## src/rtl/pas_pkg.sv

```systemverilog
// Package with shared constants, types and the arctangent table of the polar angle sort.
package pas_pkg;
  localparam int MAX_POINTS_DEF = 64;
  localparam int COORD_BITS_DEF = 16;
  localparam int CORDIC_STEPS   = 16;
  localparam int TOL_BITS       = 11;
  localparam logic [TOL_BITS-1:0] TOL_RESET = 11'd1;

  // Commands from the controller to the datapath.
  typedef struct packed {
    logic load;     // capture a new point and start conversion, unless the set is full
    logic cmp_rd;   // read the pair at the compare index
    logic cmp_wr;   // write back the pair, swapped if needed
    logic out_rd;   // read the entry at the output index
    logic clr_set;  // clear count and drop flag
  } pas_cmd_t;

  // Status from the datapath to the controller.
  typedef struct packed {
    logic conv_done;
    logic full;
  } pas_sts_t;

  // Arctangent table, 2^32 units per turn.
  function automatic logic [31:0] atan_turns(input logic [3:0] i);
    logic [31:0] r;
    begin
      case (i)
        4'd0: r = 32'h20000000;  4'd1: r = 32'h12E4051E;
        4'd2: r = 32'h09FB385B;  4'd3: r = 32'h051111D4;
        4'd4: r = 32'h028B0D43;  4'd5: r = 32'h0145D7E1;
        4'd6: r = 32'h00A2F61E;  4'd7: r = 32'h00517C55;
        4'd8: r = 32'h0028BE53;  4'd9: r = 32'h00145F2F;
        4'd10: r = 32'h000A2F98; 4'd11: r = 32'h000517CC;
        4'd12: r = 32'h00028BE6; 4'd13: r = 32'h000145F3;
        4'd14: r = 32'h0000A2FA; default: r = 32'h0000517D;
      endcase
      return r;
    end
  endfunction
endpackage

```

## src/rtl/pas_in_if.sv

```systemverilog


interface pas_out_if;
  logic        valid;
  logic        ready;
  logic [15:0] radius;
  logic [15:0] angle;
  logic        overflowed;
  logic        final_point;
  modport source (output valid, radius, angle, overflowed, final_point, input ready);
  modport sink   (input valid, radius, angle, overflowed, final_point, output ready);
endinterface

```

## src/rtl/pas_ctrl.sv

```systemverilog
// Controller: sequences conversion, bubble passes and output of a set.
module pas_ctrl #(
  parameter int MAX_POINTS = pas_pkg::MAX_POINTS_DEF,
  localparam int IW = $clog2(MAX_POINTS)
) (
  input  logic              clk,
  input  logic              rst_n,
  input  logic              in_valid,
  input  logic              in_set_end,
  output logic              in_ready,
  input  pas_pkg::pas_sts_t sts,
  input  logic [IW:0]       count,
  input  logic              drop,
  output pas_pkg::pas_cmd_t cmd,
  output logic [IW-1:0]     cmp_idx,
  output logic [IW-1:0]     out_idx,
  input  logic [15:0]       rd_radius,
  input  logic [15:0]       rd_angle,
  pas_out_if.source         res
);
  import pas_pkg::*;

  typedef enum logic [2:0] {
    S_IDLE, S_CONV, S_PASS, S_CMPW, S_OREAD, S_OWAIT, S_OSHOW
  } state_t;

  state_t      state_r;
  logic        last_r;
  logic [IW:0] j_r, k_r, o_r;
  logic        ovf_r;

  assign in_ready    = (state_r == S_IDLE);
  assign cmd.load    = in_valid && in_ready;
  assign cmd.cmp_rd  = (state_r == S_PASS) && (k_r > j_r);
  assign cmd.cmp_wr  = (state_r == S_CMPW);
  assign cmd.out_rd  = (state_r == S_OREAD);
  assign cmd.clr_set = (state_r == S_OSHOW) && res.ready && (o_r + 1'b1 == count);
  assign cmp_idx     = k_r[IW-1:0];
  assign out_idx     = o_r[IW-1:0];

  assign res.valid       = (state_r == S_OSHOW);
  assign res.radius      = rd_radius;
  assign res.angle       = rd_angle;
  assign res.overflowed  = ovf_r;
  assign res.final_point = (o_r + 1'b1 == count);

  // State and registered control.
  always_ff @(posedge clk) begin
    if (!rst_n) begin
      state_r <= S_IDLE;
      last_r  <= 1'b0;
      j_r <= '0; k_r <= '0; o_r <= '0; ovf_r <= 1'b0;
    end else begin
      unique case (state_r)
        S_IDLE: if (cmd.load) begin
          last_r  <= in_set_end;
          state_r <= sts.full ? (in_set_end ? S_PASS : S_IDLE) : S_CONV;
          j_r <= '0;
          k_r <= count - 1'b1;
        end
        S_CONV: if (sts.conv_done) begin
          j_r <= '0;
          k_r <= count;
          state_r <= last_r ? S_PASS : S_IDLE;
        end
        S_PASS: begin
          ovf_r <= drop;
          if (count == '0) begin
            state_r <= S_IDLE;
          end else if (k_r > j_r) begin
            state_r <= S_CMPW;
          end else if (j_r + 2'd2 < count + 1'b1) begin
            j_r <= j_r + 1'b1;
            k_r <= count - 1'b1;
          end else begin
            o_r <= '0;
            state_r <= S_OREAD;
          end
        end
        S_CMPW: begin
          k_r <= k_r - 1'b1;
          state_r <= S_PASS;
        end
        S_OREAD: state_r <= S_OWAIT;
        S_OWAIT: state_r <= S_OSHOW;
        S_OSHOW: if (res.ready) begin
          if (o_r + 1'b1 == count) state_r <= S_IDLE;
          else begin
            o_r <= o_r + 1'b1;
            state_r <= S_OREAD;
          end
        end
        default: state_r <= S_IDLE;
      endcase
    end
  end
endmodule

```

## src/flat_wrapper.sv

```systemverilog
// flat-port wrapper written by rule: the top's interface ports become plain ports
module pas_ctrl_flat import pas_pkg::*;
#(
  parameter int MAX_POINTS = pas_pkg::MAX_POINTS_DEF,
  localparam int IW = $clog2(MAX_POINTS)
)
  (clk, rst_n, in_valid, in_set_end, in_ready, sts, count, drop, cmd, cmp_idx, out_idx, rd_radius, rd_angle, res_valid, res_radius, res_angle, res_overflowed, res_final_point, res_ready);
  pas_out_if res_i ();
  input  logic clk;
  input  logic rst_n;
  input  logic in_valid;
  input  logic in_set_end;
  output logic in_ready;
  input  pas_pkg::pas_sts_t sts;
  input  logic [IW:0] count;
  input  logic drop;
  output pas_pkg::pas_cmd_t cmd;
  output logic [IW-1:0] cmp_idx;
  output logic [IW-1:0] out_idx;
  input  logic [15:0] rd_radius;
  input  logic [15:0] rd_angle;
  output wire logic [$bits(res_i.valid)-1:0] res_valid;
  output wire logic [$bits(res_i.radius)-1:0] res_radius;
  output wire logic [$bits(res_i.angle)-1:0] res_angle;
  output wire logic [$bits(res_i.overflowed)-1:0] res_overflowed;
  output wire logic [$bits(res_i.final_point)-1:0] res_final_point;
  input wire logic [$bits(res_i.ready)-1:0] res_ready;
  assign res_valid = res_i.valid;
  assign res_radius = res_i.radius;
  assign res_angle = res_i.angle;
  assign res_overflowed = res_i.overflowed;
  assign res_final_point = res_i.final_point;
  assign res_i.ready = res_ready;
  pas_ctrl #(.MAX_POINTS(MAX_POINTS)) u_core (.clk(clk), .rst_n(rst_n), .in_valid(in_valid), .in_set_end(in_set_end), .in_ready(in_ready), .sts(sts), .count(count), .drop(drop), .cmd(cmd), .cmp_idx(cmp_idx), .out_idx(out_idx), .rd_radius(rd_radius), .rd_angle(rd_angle), .res(res_i));
endmodule
```

## config.mk

```make
export PLATFORM = sky130hd
export DESIGN_NAME = pas_ctrl_flat
export DESIGN_NICKNAME = d
export VERILOG_FILES = /design/src/rtl/pas_pkg.sv /design/src/rtl/pas_in_if.sv /design/src/rtl/pas_ctrl.sv /design/src/flat_wrapper.sv
export SDC_FILE = /design/constraint.sdc
export NUM_CORES = 1
export LEC_CHECK = 0
export ABC_CLOCK_PERIOD_IN_PS = 7700
export BUFFER_PORTS_ARGS = -buffer_cell sky130_fd_sc_hd__buf_2
export CAP_MARGIN = 20
export CORE_ASPECT_RATIO = 1.4
export CORE_UTILIZATION = 30
export CTS_CLUSTER_DIAMETER = 100
export CTS_CLUSTER_SIZE = 24
export DETAILED_ROUTE_END_ITERATION = 10
export HOLD_SLACK_MARGIN = 0.05
export PLACE_DENSITY = 0.58
export SETUP_SLACK_MARGIN = 0.02
export SLEW_MARGIN = 10
export SYNTH_ARGS = -nofsm -noshare
export SYNTH_HDL_FRONTEND = slang
export SYNTH_SLANG_ARGS = --single-unit
```

## constraint.sdc

```tcl
create_clock -name clk -period 7.7 [get_ports clk]
set_clock_uncertainty 0.1 [all_clocks]
set_input_delay 1.54 -clock clk [delete_from_list [all_inputs] [get_ports clk]]
set_output_delay 1.54 -clock clk [all_outputs]
set_load 0.005 [all_outputs]
```

==> results_dict.tcl <==
set metrics [dict create \
    crit_type "in2out" \
    cts_tree "done" \
    hold-path-cell-count 2 \
    worst-path-max-fanout 6 \
    synthFlopType "dfxtp_1" \
    gp_congestion 0.828 \
    core_mm2 0.00871 \
    r2r_end "u_core.k_r[6]$_SDFFE_PN0P_" \
    drtIter0Drc 122 \
    crit_arrival_ps 2990 \
    grt_antenna_before_repair 0 \
    synth_top_area_cell "dfxtp_1" \
    fin_crit_sh 0.601 \
    wirelength_um 6970 \
    max_freq_mhz 216 \
    path_cells "buf_2 > xor2_1 > and3_1 > o2111ai_1 > or3_1 > nor2_1 > buf_2" \
    cts_root_buf "clkbuf_16" \
    dieArea_mm2 0.00953 \
    clkLatencyLatePin_ps 270 \
    rrSetupSlack_ps 4550 \
    final_layout_size_suffix_gt1_frac 0.154 \
    die_w_um 82.8 \
    grt.total_usage 0.151 \
    worst-path-buf-inv 2 \
    drt.antenna.violating_nets 0 \
    viasPerCell 5.49 \
    grt_start_max_net_pins 29 \
    first_global_vias 2210 \
    synth-edff-count 0 \
    status "finished, final reports clean" \
    final.min_clock_period_ps 4630 \
    clk_pin_slew_worst_paths_ps 70 \
    dr.pass1.iters 4 \
    avgSynthCellArea_um2 7.63 \
    io_buffers 35 \
    slowest_stage "or3_1" \
    holdWs_ps 413 \
    grt_pass1_wl_um 11000 \
    fin_setup_tns_ps 0 \
    cp-end-kind "primary output" \
    pin_count 100 \
    maxCapViolCount 0 \
    slew_headroom 0.438 \
    async_flop_share 0 \
    cts_buffers 3 \
    cts_sinks 26 \
    area.growth.synth_to_final_pct 0.0000730 \
    critPathTopFamily "simple AND/OR/NAND/NOR gates" \
    yosysWarnings 0 \
    seq_area_frac_synth 0.190 \
    n_antenna_cell 0 \
    cts.repair.resized 0 \
    fp.dieH_um 115 \
    synth_common_cells "buf_4 (45), dfxtp_1 (26), a21oi_1 (25), nor2_1 (21)" \
    syn_inst 359 \
    slew_violations 0 \
    path_common_cell "buf_2" \
    ys_ff_latch 26 \
    setup_viol 0 \
    synth_fp_nets 425 \
    std_cell_rows 40 \
    holdPathEnd "u_core.j_r[6]$_SDFFE_PN0P_" \
    hpwl_um 5360 \
    required_ps 6060 \
    r2r_cells 10 \
    power_density_mw_per_mm2 262 \
    rsz0062_at_grt "no" \
    wl_per_cell_um 15.8 \
    placed_area_mm2 0.00264 \
    layout_setup_ws_ps 3070 \
    syn_area_mm2 0.00274 \
    min_path_type "reg2reg" \
    synth_area_leaders "dfxtp_1 (19%), buf_4 (12%), ha_1 (8.7%)" \
    finalHoldViolCount 0 \
    grt_overflow 0 \
    finalNetCount 404 \
    synth_cell_types 60 \
    min_from "u_core.j_r[6]$_SDFFE_PN0P_" \
    reg2reg_from "u_core.j_r[3]$_SDFFE_PN0P_" \
    fin_area_mm2 0.00274 \
    worst_pin_slew_ps 836 \
    total_power_mw 0.718 \
    vias 2427 \
    cp.depth 7 \
    start_util 0.315 \
    drc 0 \
    yosysMostFrequentCell "buf_4" \
    vdd_drop_max_v 0.0000905 \
    crit_path_max_incr_delay_ps 460 \
    post-cts-setup-buffers 0 \
    worstSetupStartpointType "input port" \
    cts_buffer_depth 2 \
    ctsHoldBuffers 0 \
    p_leak_nw 1.11 \
    htree_levels 1 \
    place_ws_ps 3070 \
    synth_top_area_frac 0.190 \
]
==> kinds of logic (layout without fill, tap and decap cells) <==
| family | Yosys count | after routing | share of synthesized area |
|---|---|---|---|
| multiplexers | 8 | 8 | 0.0292 |
| AND/OR/NAND/NOR | 119 | 119 | 0.235 |
| buffers and inverters | 82 | 60 | 0.179 |
| AO/OA/AOI/OAI | 87 | 87 | 0.223 |
| adder cells (fa/ha/maj) | 19 | 19 | 0.0868 |
| flip-flops | 26 | 26 | 0.190 |
| XOR/XNOR | 18 | 18 | 0.0575 |
==> worst max-delay path by stage <==
stage | end | startpoint
floorplan | cmd[0] | count[5]
global placement | cmd[0] | count[5]
detailed placement | cmd[0] | count[5]
CTS | cmd[0] | count[5]
global route | cmd[0] | count[5]
finish | cmd[0] | count[5]
==> sequential cells by signal, summed over array words and instances (netlist names) <==
| name | cells |
|---|---|
| u_core.o_r | 7 |
| u_core.last_r | 1 |
| u_core.k_r | 7 |
| u_core.j_r | 7 |
| u_core.res.overflowed | 1 |
| u_core.state_r | 3 |
==> worst reg2reg max path, cell delays in order, from the launching register on <==
cell and delay [ps]:
dfxtp_1 480, nand4_1 210, nor2_1 160, xnor2_1 180, ha_1 310, a21oi_1 150
nand3_1 80, nor2_1 300, a31oi_4 340, or4_1 610, a21boi_1 150
==> routing by layer <==
metal / track usage / vias up / wire (µm)
met1: 0.172 / 1151 / 2880
met5: 0 / - / 0
met4: 0.0770 / 0 / 207
met3: 0.0198 / 13 / 245
li1: - / 1209 / -
met2: 0.268 / 54 / 3630
==> placed cells by master, fill, tap and decap left out, types with 3 or more instances in the layout <==
master,count
o22ai_1,4
mux2i_1,8
nand3_1,19
a21o_1,3
o211ai_1,7
o31ai_1,3
xnor2_1,12
a31oi_1,3
a21boi_1,3
and3_1,5
a21oi_1,25
o21ai_0,14
xor2_1,6
nand2_1,19
nand4_1,5
nor4_1,3
or3_1,10
or4_1,3
nor2b_1,3
clkbuf_16,3
inv_1,19
nor2_1,21
nor3_1,12
buf_2,35
ha_1,19
dfxtp_1,26
nand2b_1,4
a211oi_1,3
and2_1,5
==> stage by stage <==
step / util / instances
2_1_floorplan: - / 359
3_3_place_gp: 0.303 / 438
3_5_place_dp: 0.303 / 438
4_1_cts: 0.315 / 442
5_1_grt: 0.315 / 442
6_report: 0.315 / 442
==> where the power goes <==
group / total [mW] / internal (mW) / switching (mW)
Combinational: 0.345 / 0.142 / 0.203
Clock: 0.160 / 0.104 / 0.0564
Sequential: 0.212 / 0.159 / 0.0534
Total: 0.718 / 0.405 / 0.313
==> layout make-up <==
| type | count | area [µm²] |
|---|---|---|
| well taps | 105 | 131 |
| clock buffers | 3 | 75.1 |
| inverters | 21 | 78.8 |
| clock inverters | 1 | 30.0 |
| flip-flops and latches | 26 | 520 |
| repair buffers | 35 | 175 |
| fillers | 955 | 5970 |
| multi-input cells | 251 | 1730 |
(Power assumes the default switching activity.)
